$ cat config.mk
export PLATFORM = sky130hd
export DESIGN_NAME = ghl_div
export DESIGN_NICKNAME = d
export VERILOG_FILES = /design/src/rtl/gas_hazard_level_classifier_top_macros.svh /design/src/rtl/ghl_pkg.sv /design/src/rtl/ghl_div.sv
export SDC_FILE = /design/constraint.sdc
export NUM_CORES = 2
export LEC_CHECK = 0
export BUFFER_PORTS_ARGS = -buffer_cell sky130_fd_sc_hd__buf_2
export CAP_MARGIN = 20
export CORE_ASPECT_RATIO = 0.8
export CORE_UTILIZATION = 53
export DETAILED_ROUTE_END_ITERATION = 6
export GPL_TIMING_DRIVEN = 0
export PLACE_DENSITY = 0.74
export SYNTH_ARGS = -nofsm -noshare
export SYNTH_HDL_FRONTEND = slang
export SYNTH_SLANG_ARGS = --single-unit
$ cat constraint.sdc
create_clock -name clk -period 7.9 [get_ports clk]
set_input_delay 1.185 -clock clk [delete_from_list [all_inputs] [get_ports clk]]
set_output_delay 1.185 -clock clk [all_outputs]
set_load 0.02 [all_outputs]
$ cat src/rtl/gas_hazard_level_classifier_top_macros.svh
// Assertion helpers used by the classifier top level.
`ifndef GAS_HAZARD_LEVEL_CLASSIFIER_TOP_MACROS_SVH
`define GAS_HAZARD_LEVEL_CLASSIFIER_TOP_MACROS_SVH

// Implication checked on every rising clock edge outside reset.
`define GHL_ASSERT_IMPL(lbl, ante, cons, msg) \
  lbl: assert property (@(posedge clk) disable iff (!rst_n) (ante) |-> (cons)) else $error(msg);

// Implication whose consequent is checked in the cycle after the antecedent.
`define GHL_ASSERT_NEXT(lbl, ante, cons, msg) \
  lbl: assert property (@(posedge clk) disable iff (!rst_n) (ante) |=> (cons)) else $error(msg);

`endif

$ cat src/rtl/ghl_pkg.sv
package ghl_pkg;

  typedef struct packed {
    logic [23:0] co;
    logic [23:0] nh3;
    logic [23:0] no2;
    logic [23:0] voc;
  } src_t;

  typedef struct packed {
    src_t       scaled;
    logic [1:0] co_lvl;
    logic [1:0] nh3_lvl;
    logic [1:0] no2_lvl;
    logic [1:0] voc_lvl;
    logic [1:0] status;
  } res_t;

  localparam logic [1:0] LVL_ACCEPTABLE = 2'd0;
  localparam logic [1:0] LVL_ELEVATED   = 2'd1;
  localparam logic [1:0] LVL_DANGEROUS  = 2'd2;
  localparam logic [1:0] LVL_EMERGENCY  = 2'd3;

  localparam int SQRT_STEPS = 31;
  localparam int X_BITS     = 20;

  localparam logic [15:0] DECAY_LEN_RESET = 16'd256;

  // exp(-2^(j-16)) in Q.32, j = 0..19.
  localparam logic [31:0] EXP_TAB [X_BITS] = '{
    32'd4294901760, 32'd4294836226, 32'd4294705160, 32'd4294443040, 32'd4293918848,
    32'd4292870656, 32'd4290775039, 32'd4286586875, 32'd4278222805, 32'd4261543595,
    32'd4228380000, 32'd4162825044, 32'd4034748382, 32'd3790295335, 32'd3344923893,
    32'd2605029347, 32'd1580030169, 32'd581260615,  32'd78665070,   32'd1440801
  };

  // Q12.12 thresholds: acceptable/elevated/dangerous upper bounds.
  localparam logic [23:0] CO_T0  = 24'd36864;
  localparam logic [23:0] CO_T1  = 24'd143360;
  localparam logic [23:0] CO_T2  = 24'd819200;
  localparam logic [23:0] NH3_T0 = 24'd20480;
  localparam logic [23:0] NH3_T1 = 24'd102400;
  localparam logic [23:0] NH3_T2 = 24'd204800;
  localparam logic [23:0] NO2_T0 = 24'd409;
  localparam logic [23:0] NO2_T1 = 24'd4096;
  localparam logic [23:0] NO2_T2 = 24'd20480;
  localparam logic [23:0] VOC_T0 = 24'd204800;
  localparam logic [23:0] VOC_T1 = 24'd409600;
  localparam logic [23:0] VOC_T2 = 24'd819200;

  function automatic logic [1:0] classify(input logic [23:0] v, input logic [23:0] t0,
                                          input logic [23:0] t1, input logic [23:0] t2);
    logic [1:0] l;
    if (v <= t0) l = LVL_ACCEPTABLE;
    else if (v <= t1) l = LVL_ELEVATED;
    else if (v <= t2) l = LVL_DANGEROUS;
    else l = LVL_EMERGENCY;
    return l;
  endfunction

endpackage

$ cat src/rtl/ghl_div.sv
module ghl_div (
  input  logic          clk,
  input  logic          rst_n,
  input  logic          en,
  input  logic [15:0]   decay_len,
  input  logic          in_valid,
  input  ghl_pkg::src_t in_src,
  input  logic [30:0]   in_d,
  output logic          out_valid,
  output ghl_pkg::src_t out_src,
  output logic [19:0]   out_x,
  output logic          out_far
);
  import ghl_pkg::*;

  logic [15:0] len;
  logic [40:0] num;

  logic [35:0] rem_r [0:X_BITS];
  logic [19:0] q_r   [0:X_BITS];
  logic [15:0] len_r [0:X_BITS];
  logic        far_r [0:X_BITS];
  logic        v_r   [0:X_BITS];
  src_t        s_r   [0:X_BITS];

  // A zero length is taken as the smallest step.
  assign len = (decay_len == 16'd0) ? 16'd1 : decay_len;
  assign num = {in_d, 10'b0};

  always_ff @(posedge clk) begin
    if (!rst_n) begin
      v_r[0] <= 1'b0;
    end else if (en) begin
      v_r[0] <= in_valid;
    end
  end

  // When the quotient reaches 16.0 the factor is zero and the remainder path is unused.
  always_ff @(posedge clk) begin
    if (en) begin
      far_r[0] <= num >= {5'b0, len, 20'b0};
      rem_r[0] <= num[35:0];
      q_r[0]   <= '0;
      len_r[0] <= len;
      s_r[0]   <= in_src;
    end
  end

  for (genvar s = 0; s < X_BITS; s++) begin : g_div
    localparam int J = X_BITS - 1 - s;
    logic [35:0] sub;
    logic        ge;
    assign sub = 36'(len_r[s]) << J;
    assign ge  = rem_r[s] >= sub;

    always_ff @(posedge clk) begin
      if (!rst_n) begin
        v_r[s+1] <= 1'b0;
      end else if (en) begin
        v_r[s+1] <= v_r[s];
      end
    end

    always_ff @(posedge clk) begin
      if (en) begin
        rem_r[s+1] <= ge ? rem_r[s] - sub : rem_r[s];
        q_r[s+1]   <= q_r[s] | (20'(ge) << J);
        len_r[s+1] <= len_r[s];
        far_r[s+1] <= far_r[s];
        s_r[s+1]   <= s_r[s];
      end
    end
  end

  assign out_valid = v_r[X_BITS];
  assign out_src   = s_r[X_BITS];
  assign out_x     = q_r[X_BITS];
  assign out_far   = far_r[X_BITS];

endmodule

==> metrics <==
CTS clk-pin slew, worst paths 0.07 ns; number of enable flip-flop cells after synthesis 3152; port buffer count 264; Ys Warns 0; DRC Markers 0; period utilization 0.6080; Critical Path Fanout Max 189; Gates resized, CTS repair 0; Boundary Pins 265; Cell Rows 155; Final GP Congestion 0.9305; skew final 0.06472 ns; Startpoint Class input port; RSZ-0062 raised after global routing false; outcome completed; number of buffers added for setup after CTS 0; CTS tree yes; die area 0.2262 mm^2; Tightest Pin Transition 1.173 ns; die extent in y 425.6 um; Detailed Place HPWL 117.2 mm; Initial DRC Count 4395; mean post-synth cell area 17.25 um^2; Clock Power Share 0.328; drt first pass iters 6; Pwr Density 317.4 mW/mm^2; hold_buf cts 0; Distinct cells, synth 81; Peak supply drop 223.8 uV; CORE AREA 0.2230 mm^2; fmax 208.2 MHz; required time of the critical path 8.34 ns; Fin. Hold Viols 0; Psw 10.90 mW; Period minus WS final 4.804 ns; Netlist Area Pre-Place 0.1189 mm^2; FF+latch area 0.09467 mm^2; P_leak 48.38 nW; cts bufs inserted 304; total power 42.55 mW; GRT overflow 0; CP Capture Type flip-flop; register area share after synthesis 0.7964; Layout Nets 7983; power share of the sequential group 0.511; Clock Root Buffer clkbuf_16; HP Start q_r[0][96]; CP arrival 5.24 ns; WS Path Type in -> reg; starting density of the core 0.5330; first-pass GRT wire length 295.9 mm; reg2reg start len_r[8][1]; wire per inst 17.37 um; Via density 5.263; synthesis-stage register bit count 3153; FFs w/ async S/R, synth 0; DIE WIDTH 531.5 um; crit path launch en; clk sink count 3153; multi-input logic area 0.02140 mm^2; syn_nets 7393; Net Sw Frac 0.2562; CTS max path bufs 4; synthesis-to-finish area growth 12.77%; main flop type after synthesis edfxtp_1; H-tree levels 5; # setup viols final 0; max_slew headroom 0.2111; largest net degree at the start of global routing 194; vias in the first global route 55673; final slew viol count 0; max-cap check violation count 0; clk_lat worst skew 0.85 ns; cell count after synthesis 6892; final wirelength 185.8 mm; initial antenna violation count 1; final antenna-violating net count 0; post-route setup TNS 0 ns; P_int 31.65 mW; power share of the combinational group 0.161; vias 56285; fillers 15914; share of cells above drive strength 1 0.1174; total track usage 0.1625; Worst Hold Class reg -> reg
==> through the flow <==
stage,cells,utilization,worst slack (ns),hold WS (ns),area (um^2)
floorplan,6892,-,4.353,0.4003,118900
global placement,10139,0.5557,-43.18,0.4003,123900
detailed placement,10157,0.5580,2.269,0.4045,124400
CTS,10691,0.6010,3.162,0.3619,134000
global route,10693,0.6011,2.852,0.3687,134100
finish,10694,0.6011,3.096,0.3639,134100
==> state kept, by name (all words and copies together), names as in the netlist <==
| register | cells |
|---|---|
| len_r | 320 |
| far_r | 21 |
| v_r | 21 |
| q_r | 210 |
| rem_r | 565 |
| s_r | 2016 |
==> worst paths after layout <==
kind | slack, ns | cells past startpoint | to
worst max-delay path | 3.10 | 6 | s_r[2][211]
worst min-delay path | 0.36 | 0 | q_r[0][116]
worst max register to register | 3.58 | 12 | rem_r[1][50]
worst min register to register | 0.36 | 0 | q_r[0][116]
==> cell families after synthesis <==
kind of cell,after synthesis,share of synthesized area
compound gates,968,0.05122
xor+xnor,394,0.02903
fa+ha+maj,354,0.03846
buf+inv,630,0.02361
flops,3153,0.7964
mux,64,0.005957
simple gates,1329,0.05535
==> placed cells by master, fill, tap and decap left out, drive strengths merged, types with 55 or more instances in the layout <==
cell type	instances
nand3	73
clkinv	125
nand2b	70
nor2	327
inv	436
nor4	67
clkbuf	444
buf	406
nand4	55
edfxtp	3152
xnor2	204
nand2	345
ha	335
a21oi	240
xor2	190
a21o	113
o21a	79
o21ai	286
nor3	110
==> routing by layer <==
| layer | part of all wire | global-route usage | routed length (um) | vias up |
|---|---|---|---|---|
| met3 | 0.050 | 0.03006 | 9370 | 367 |
| met4 | 0.029 | 0.05557 | 5375 | 2 |
| met5 | 0.000070 | 0 | 13 | - |
| met1 | 0.45 | 0.2214 | 83480 | 27290 |
| li1 | - | - | - | 27223 |
| met2 | 0.47 | 0.2652 | 87550 | 1403 |
==> power groups by stage <==
stage	combinational, mW	clock (mW)	sequential, mW
floorplan	5.04	0	21.6
global placement	6.53	0	23.5
detailed placement	6.76	0	22.0
CTS	6.82	14.4	21.7
global route	7.67	15.0	21.9
finish	6.86	14.0	21.7
==> layout make-up <==
class / count / area share
Clock buffer: 360 / 0.05895
Sequential cell: 3153 / 0.7062
Timing Repair Buffer: 284 / 0.01374
Antenna cell: 1 / 0.00001867
Buffer: 206 / 0.009062
Multi-Input combinational cell: 3109 / 0.1596
Clock inverter: 174 / 0.01272
Inverter: 424 / 0.01187
Tap cell: 2983 / 0.02784
==> cell usage after synthesis, types with 13 or more instances <==
cell | count | area share
o31a_1 | 13 | 0.00096
or2_2 | 23 | 0.0012
o21bai_1 | 26 | 0.0016
a21o_1 | 113 | 0.0071
nand2_1 | 345 | 0.011
nor4_1 | 67 | 0.0035
or3_1 | 54 | 0.0028
nor2b_1 | 54 | 0.0028
ha_1 | 335 | 0.035
xnor2_1 | 204 | 0.015
edfxtp_1 | 3152 | 0.80
and2_1 | 14 | 0.00074
nor3_1 | 110 | 0.0046
a21boi_0 | 16 | 0.0010
a21oi_1 | 240 | 0.010
a211oi_1 | 28 | 0.0018
nand4_1 | 55 | 0.0029
a31oi_1 | 21 | 0.0011
o211ai_1 | 18 | 0.0011
inv_1 | 423 | 0.013
buf_4 | 117 | 0.0074
xor2_1 | 190 | 0.014
nand3b_1 | 14 | 0.00088
o31ai_1 | 36 | 0.0023
and3_1 | 52 | 0.0027
nor2_1 | 327 | 0.010
nand2b_1 | 70 | 0.0037
nand3_1 | 73 | 0.0031
fa_1 | 19 | 0.0032
mux2_2 | 54 | 0.0051
o21a_1 | 79 | 0.0050
o21ai_0 | 285 | 0.012
o41ai_1 | 13 | 0.00096
clkbuf_1 | 83 | 0.0026
or4_1 | 23 | 0.0015
==> worst max-delay path, stage by stage <==
cell and delay [ns]:
buf_12 0.44, buf_16 0.62, buf_16 0.53, buf_16 0.48, buf_16 0.54, buf_16 0.59
(Power assumes the default switching activity.)
