--- src/rtl/gas_hazard_level_classifier_top_macros.svh ---
// Assertion helpers used by the classifier top level.
`ifndef GAS_HAZARD_LEVEL_CLASSIFIER_TOP_MACROS_SVH
`define GAS_HAZARD_LEVEL_CLASSIFIER_TOP_MACROS_SVH

// Implication checked on every rising clock edge outside reset.
`define GHL_ASSERT_IMPL(lbl, ante, cons, msg) \
  lbl: assert property (@(posedge clk) disable iff (!rst_n) (ante) |-> (cons)) else $error(msg);

// Implication whose consequent is checked in the cycle after the antecedent.
`define GHL_ASSERT_NEXT(lbl, ante, cons, msg) \
  lbl: assert property (@(posedge clk) disable iff (!rst_n) (ante) |=> (cons)) else $error(msg);

`endif

--- src/rtl/ghl_pkg.sv ---
package ghl_pkg;

  typedef struct packed {
    logic [23:0] co;
    logic [23:0] nh3;
    logic [23:0] no2;
    logic [23:0] voc;
  } src_t;

  typedef struct packed {
    src_t       scaled;
    logic [1:0] co_lvl;
    logic [1:0] nh3_lvl;
    logic [1:0] no2_lvl;
    logic [1:0] voc_lvl;
    logic [1:0] status;
  } res_t;

  localparam logic [1:0] LVL_ACCEPTABLE = 2'd0;
  localparam logic [1:0] LVL_ELEVATED   = 2'd1;
  localparam logic [1:0] LVL_DANGEROUS  = 2'd2;
  localparam logic [1:0] LVL_EMERGENCY  = 2'd3;

  localparam int SQRT_STEPS = 31;
  localparam int X_BITS     = 20;

  localparam logic [15:0] DECAY_LEN_RESET = 16'd256;

  // exp(-2^(j-16)) in Q.32, j = 0..19.
  localparam logic [31:0] EXP_TAB [X_BITS] = '{
    32'd4294901760, 32'd4294836226, 32'd4294705160, 32'd4294443040, 32'd4293918848,
    32'd4292870656, 32'd4290775039, 32'd4286586875, 32'd4278222805, 32'd4261543595,
    32'd4228380000, 32'd4162825044, 32'd4034748382, 32'd3790295335, 32'd3344923893,
    32'd2605029347, 32'd1580030169, 32'd581260615,  32'd78665070,   32'd1440801
  };

  // Q12.12 thresholds: acceptable/elevated/dangerous upper bounds.
  localparam logic [23:0] CO_T0  = 24'd36864;
  localparam logic [23:0] CO_T1  = 24'd143360;
  localparam logic [23:0] CO_T2  = 24'd819200;
  localparam logic [23:0] NH3_T0 = 24'd20480;
  localparam logic [23:0] NH3_T1 = 24'd102400;
  localparam logic [23:0] NH3_T2 = 24'd204800;
  localparam logic [23:0] NO2_T0 = 24'd409;
  localparam logic [23:0] NO2_T1 = 24'd4096;
  localparam logic [23:0] NO2_T2 = 24'd20480;
  localparam logic [23:0] VOC_T0 = 24'd204800;
  localparam logic [23:0] VOC_T1 = 24'd409600;
  localparam logic [23:0] VOC_T2 = 24'd819200;

  function automatic logic [1:0] classify(input logic [23:0] v, input logic [23:0] t0,
                                          input logic [23:0] t1, input logic [23:0] t2);
    logic [1:0] l;
    if (v <= t0) l = LVL_ACCEPTABLE;
    else if (v <= t1) l = LVL_ELEVATED;
    else if (v <= t2) l = LVL_DANGEROUS;
    else l = LVL_EMERGENCY;
    return l;
  endfunction

endpackage

--- src/rtl/ghl_class.sv ---
module ghl_class (
  input  logic          clk,
  input  logic          rst_n,
  input  logic          en,
  input  logic          in_valid,
  input  ghl_pkg::src_t in_src,
  input  logic [16:0]   in_k,
  output logic          out_valid,
  output ghl_pkg::res_t out_res
);
  import ghl_pkg::*;

  logic [40:0] p_co, p_nh3, p_no2, p_voc;
  src_t        sc_r;
  logic        sc_v_r;
  logic [1:0]  l_co, l_nh3, l_no2, l_voc, worst01, worst23, worst;
  logic [3:0]  score;
  res_t        res_nxt, res_r;
  logic        res_v_r;

  assign p_co  = 41'(in_src.co)  * 41'(in_k);
  assign p_nh3 = 41'(in_src.nh3) * 41'(in_k);
  assign p_no2 = 41'(in_src.no2) * 41'(in_k);
  assign p_voc = 41'(in_src.voc) * 41'(in_k);

  always_ff @(posedge clk) begin
    if (!rst_n) begin
      sc_v_r  <= 1'b0;
      res_v_r <= 1'b0;
    end else if (en) begin
      sc_v_r  <= in_valid;
      res_v_r <= sc_v_r;
    end
  end

  always_ff @(posedge clk) begin
    if (en) begin
      sc_r.co  <= p_co[39:16];
      sc_r.nh3 <= p_nh3[39:16];
      sc_r.no2 <= p_no2[39:16];
      sc_r.voc <= p_voc[39:16];
      res_r    <= res_nxt;
    end
  end

  assign l_co  = classify(sc_r.co,  CO_T0,  CO_T1,  CO_T2);
  assign l_nh3 = classify(sc_r.nh3, NH3_T0, NH3_T1, NH3_T2);
  assign l_no2 = classify(sc_r.no2, NO2_T0, NO2_T1, NO2_T2);
  assign l_voc = classify(sc_r.voc, VOC_T0, VOC_T1, VOC_T2);

  assign worst01 = (l_co > l_nh3) ? l_co : l_nh3;
  assign worst23 = (l_no2 > l_voc) ? l_no2 : l_voc;
  assign worst   = (worst01 > worst23) ? worst01 : worst23;
  assign score   = 4'(l_co) * 4'd3 + 4'(l_no2) * 4'd2 + 4'(l_nh3) + 4'(l_voc);

  always_comb begin
    res_nxt.scaled  = sc_r;
    res_nxt.co_lvl  = l_co;
    res_nxt.nh3_lvl = l_nh3;
    res_nxt.no2_lvl = l_no2;
    res_nxt.voc_lvl = l_voc;
    if (worst >= LVL_DANGEROUS) res_nxt.status = worst;
    else if (score <= 4'd2) res_nxt.status = LVL_ACCEPTABLE;
    else if (score <= 4'd5) res_nxt.status = LVL_ELEVATED;
    else res_nxt.status = LVL_DANGEROUS;
  end

  assign out_valid = res_v_r;
  assign out_res   = res_r;

endmodule

--- config.mk ---
export PLATFORM = sky130hd
export DESIGN_NAME = ghl_class
export DESIGN_NICKNAME = d
export VERILOG_FILES = /design/src/rtl/gas_hazard_level_classifier_top_macros.svh /design/src/rtl/ghl_pkg.sv /design/src/rtl/ghl_class.sv
export SDC_FILE = /design/constraint.sdc
export NUM_CORES = 2
export LEC_CHECK = 0
export BUFFER_PORTS_ARGS = -buffer_cell sky130_fd_sc_hd__buf_2
export CAP_MARGIN = 20
export CORE_MARGIN = 5
export CORE_UTILIZATION = 35
export DETAILED_ROUTE_END_ITERATION = 12
export PLACE_DENSITY = 0.54
export SETUP_SLACK_MARGIN = 0.5
export SKIP_LAST_GASP = 1
export SYNTH_ARGS = -nofsm -noshare
export SYNTH_HDL_FRONTEND = slang
export SYNTH_SLANG_ARGS = --single-unit
--- constraint.sdc ---
create_clock -name clk -period 20.3 [get_ports clk]
set_input_delay 4.06 -clock clk [delete_from_list [all_inputs] [get_ports clk]]
set_output_delay 4.06 -clock clk [all_outputs]
set_load 0.02 [all_outputs]
==> flow_metrics.env <==
export IMPL_status="completed"
export IMPL_grt_pass1_vias=44432
export IMPL_place_gp_congestion=0.831
export IMPL_cts_buffer_depth=3
export IMPL_cts_htree_levels=1
export IMPL_fmax_mhz=87.2
export IMPL_ant_nets=0
export IMPL_grt_total_usage_pct=19.0
export IMPL_syn_inst=6078
export IMPL_grt_overflow_total=0
export IMPL_setup_viol=0
export IMPL_tightest_slew_ns=1.14
export IMPL_final_common_cell="inv_1"
export IMPL_placementRows=147
export IMPL_wire_per_inst_um=18.9
export IMPL_io_buffers=223
export IMPL_grt_max_degree=83
export IMPL_cts_tree="done"
export IMPL_wirelength_um=157000
export IMPL_layout_common_cells="inv_1 (1603), fa_1 (1309), nand2_1 (1053)"
export IMPL_synth_edf_count=202
export IMPL_drc=0
export IMPL_finalCritPeriodShare_pct=56.5
export IMPL_cts_hold_buffers=0
export IMPL_wl_met2_um=79000
export IMPL_synthesis_nets=7953
export IMPL_rsz0062_at_grt="false"
export IMPL_r2r_setup_slack_ns=15.17
export IMPL_num_vias=39669
export IMPL_dr_pass1_iters=7
export IMPL_synthFlopType="edfxtp_1"
export IMPL_crit_top_cell="fa_1"
export IMPL_numCtsBuffers=28
export IMPL_timing_critical_path_buf_inv=6
export IMPL_synth_avg_cell_area_um2=9.30
export IMPL_min_from="res_nxt[44]"
export IMPL_cts_sinks=204
export IMPL_arrival_ns=11.83
export IMPL_path_cells="buf_4 > buf_4 > buf_4 > nand2_1 > fa_1 > fa_1 > fa_1 > inv_1 > fa_1 > fa_1 > inv_1 > fa_1 > inv_1 > ha_1 > and3_1 > o211ai_1 > a31oi_1 > a31oi_1 > a2111oi_2 > a2111oi_2 > o31ai_2 > a21oi_1 > xnor2_1"
export IMPL_crit_path_start_kind="primary input"
export IMPL_die_w_um=412
export IMPL_clock_skew_ns=0.0408
export IMPL_clk_latency_ns=0.62
export IMPL_ys_warn_count=0
export IMPL_layout_nets=7966
export IMPL_relSlewSlack_pct=23.5
export IMPL_rr_startpoint="res_nxt[93]"
export IMPL_drv_slew=0
export IMPL_ys_seq_elements=204
export IMPL_critPathSlowestCell="a2111oi_2"
export IMPL_synth_sequential_area_ratio_pct=10.8
export IMPL_end_kind="flip-flop"
export IMPL_synth_area_um2=56500
export IMPL_async_flop_share_pct=0
export IMPL_drt_met1_wl_um=63700
export IMPL_top_layer="met5"
export IMPL_die_h_um=412
export IMPL_fp_coreArea_um2=161000
export IMPL_routed_wl_met3_um=9500
export IMPL_dp_hpwl_um=120000
export IMPL_grt_pass1_wl_um=251000
export IMPL_start_util_pct=35.2
export IMPL_path_clk_slew_ns=0.06
export IMPL_crit_family="adder cells"
export IMPL_initialDrtViolationCount=1898
export IMPL_dieArea_um2=170000
export IMPL_drive_gt1_share_pct=5.17
export IMPL_ios=224
export IMPL_synth_cell_types=61
export IMPL_hold_path_class="flip-flop to flip-flop"
export IMPL_ctsResizeCount=0
export IMPL_max_stage_delay_ns=0.75
export IMPL_max_cap_viol_count=0
export IMPL_cp_startpoint="in_k[3]"
export IMPL_cts_root_buf="clkbuf_16"
export IMPL_hold_violations=0
export IMPL_area_growth_pct=7.09
export IMPL_cp_required_ns=20.67
export IMPL_postCtsSetupBuffers=0
export IMPL_period_needed_ns=11.46
export IMPL_antenna_found_initial=31
export IMPL_fin_tns_setup_ns=0
export IMPL_critPathKind="primary input to flip-flop"
export IMPL_via_per_inst=4.79
export IMPL_worstPathMaxFanout=36
[final timing paths]
path / end / depth (start not counted)
worst max-delay path: res_nxt[105] / 23
worst min-delay path: out_res[44] / 0
worst max register to register: out_res[0] / 15
worst min register to register: out_res[44] / 0
[cell type report]
cell class / count / area (um2)
diodes: 13 / 32.5
clock buffers: 31 / 733
clock inverters: 18 / 131
fillers: 16326 / 100000
inverters: 1603 / 6020
multi-input cells: 3995 / 43400
flip-flops and latches: 204 / 6110
well taps: 2160 / 2700
repair buffers: 259 / 1440
[through the flow]
stage	setup WS [ns]	std cells	hold WS [ns]	instance area [um2]	utilization (%)
floorplan	9.76	6078	0.417	56500	-
global placement	8.19	8221	0.430	59700	37.2
detailed placement	8.12	8221	0.437	59700	37.2
CTS	8.79	8270	0.451	60500	37.7
global route	8.43	8270	0.462	60500	37.7
finish	8.84	8283	0.450	60600	37.7
[metal layers]
metal	global-route usage (%)	vias to the layer above
met2	33.7	981
met4	4.67	4
met3	3.43	214
met5	0	-
met1	23.9	20828
li1	-	17642
[sequential cells by signal (all words and copies together), names as in the netlist]
name and count:
sc_v_r 1, res_nxt 96, out_res 106, out_valid 1
[logic make-up (layout without fill, tap and decap cells)]
logic type / after synthesis / after routing / synth area share, %
flops: 204 / 204 / 10.8
xor+xnor: 105 / 105 / 1.63
buf+inv: 1879 / 1911 / 12.5
simple gates: 1851 / 1851 / 15.5
other cells: 0 / 13 / 0
fa+ha+maj: 1758 / 1758 / 56.3
compound gates: 278 / 278 / 3.27
mux: 3 / 3 / 0.0531
[worst reg2reg max path, delay by kind of cell, from the launching register on]
| kind | cells | cell delay, ns |
|---|---|---|
| fa+ha+maj | 4 | 1.42 |
| buf+inv | 3 | 0.21 |
| simple gates | 1 | 0.74 |
| mux | 1 | 0.23 |
| compound gates | 5 | 1.59 |
| flops | 1 | 0.46 |
| xor+xnor | 1 | 0.22 |
[cells in the mapped netlist (2+ instances only)]
library cell / n / area (um2)
nand2b_1: 5 / 31.3
clkbuf_1: 276 / 1040
xnor2_1: 68 / 596
nor2_1: 63 / 236
a21oi_1: 84 / 420
a22oi_1: 3 / 22.5
o311ai_0: 4 / 35.0
a211o_1: 8 / 70.1
fa_1: 1309 / 26200
or3_1: 3 / 18.8
edfxtp_1: 202 / 6070
and3_1: 17 / 106
or2_2: 4 / 25.0
o21ai_0: 37 / 185
o211ai_1: 13 / 97.6
a311oi_1: 3 / 26.3
o31a_1: 2 / 17.5
nand3b_1: 2 / 15.0
nor4_1: 12 / 75.1
dfxtp_1: 2 / 40.0
o21a_1: 18 / 135
o31ai_1: 4 / 30.0
o21bai_1: 5 / 37.5
mux2i_1: 3 / 30.0
a2111oi_2: 3 / 45.0
nor2b_1: 17 / 106
nand2_1: 1053 / 3950
nor3_1: 21 / 105
a31oi_1: 18 / 113
a221oi_1: 3 / 26.3
inv_1: 1603 / 6020
nand3_1: 19 / 95.1
ha_1: 449 / 5620
nand4b_1: 2 / 17.5
nand4_1: 14 / 87.6
and2_1: 612 / 3830
o22ai_1: 3 / 18.8
a211oi_1: 11 / 82.6
xor2_1: 37 / 324
o21ai_1: 2 / 10.0
a21o_1: 44 / 330
Power is left out: the tool's default activity adds up to more than one toggle a clock period on the data nets, which glitch-free logic cannot reach.
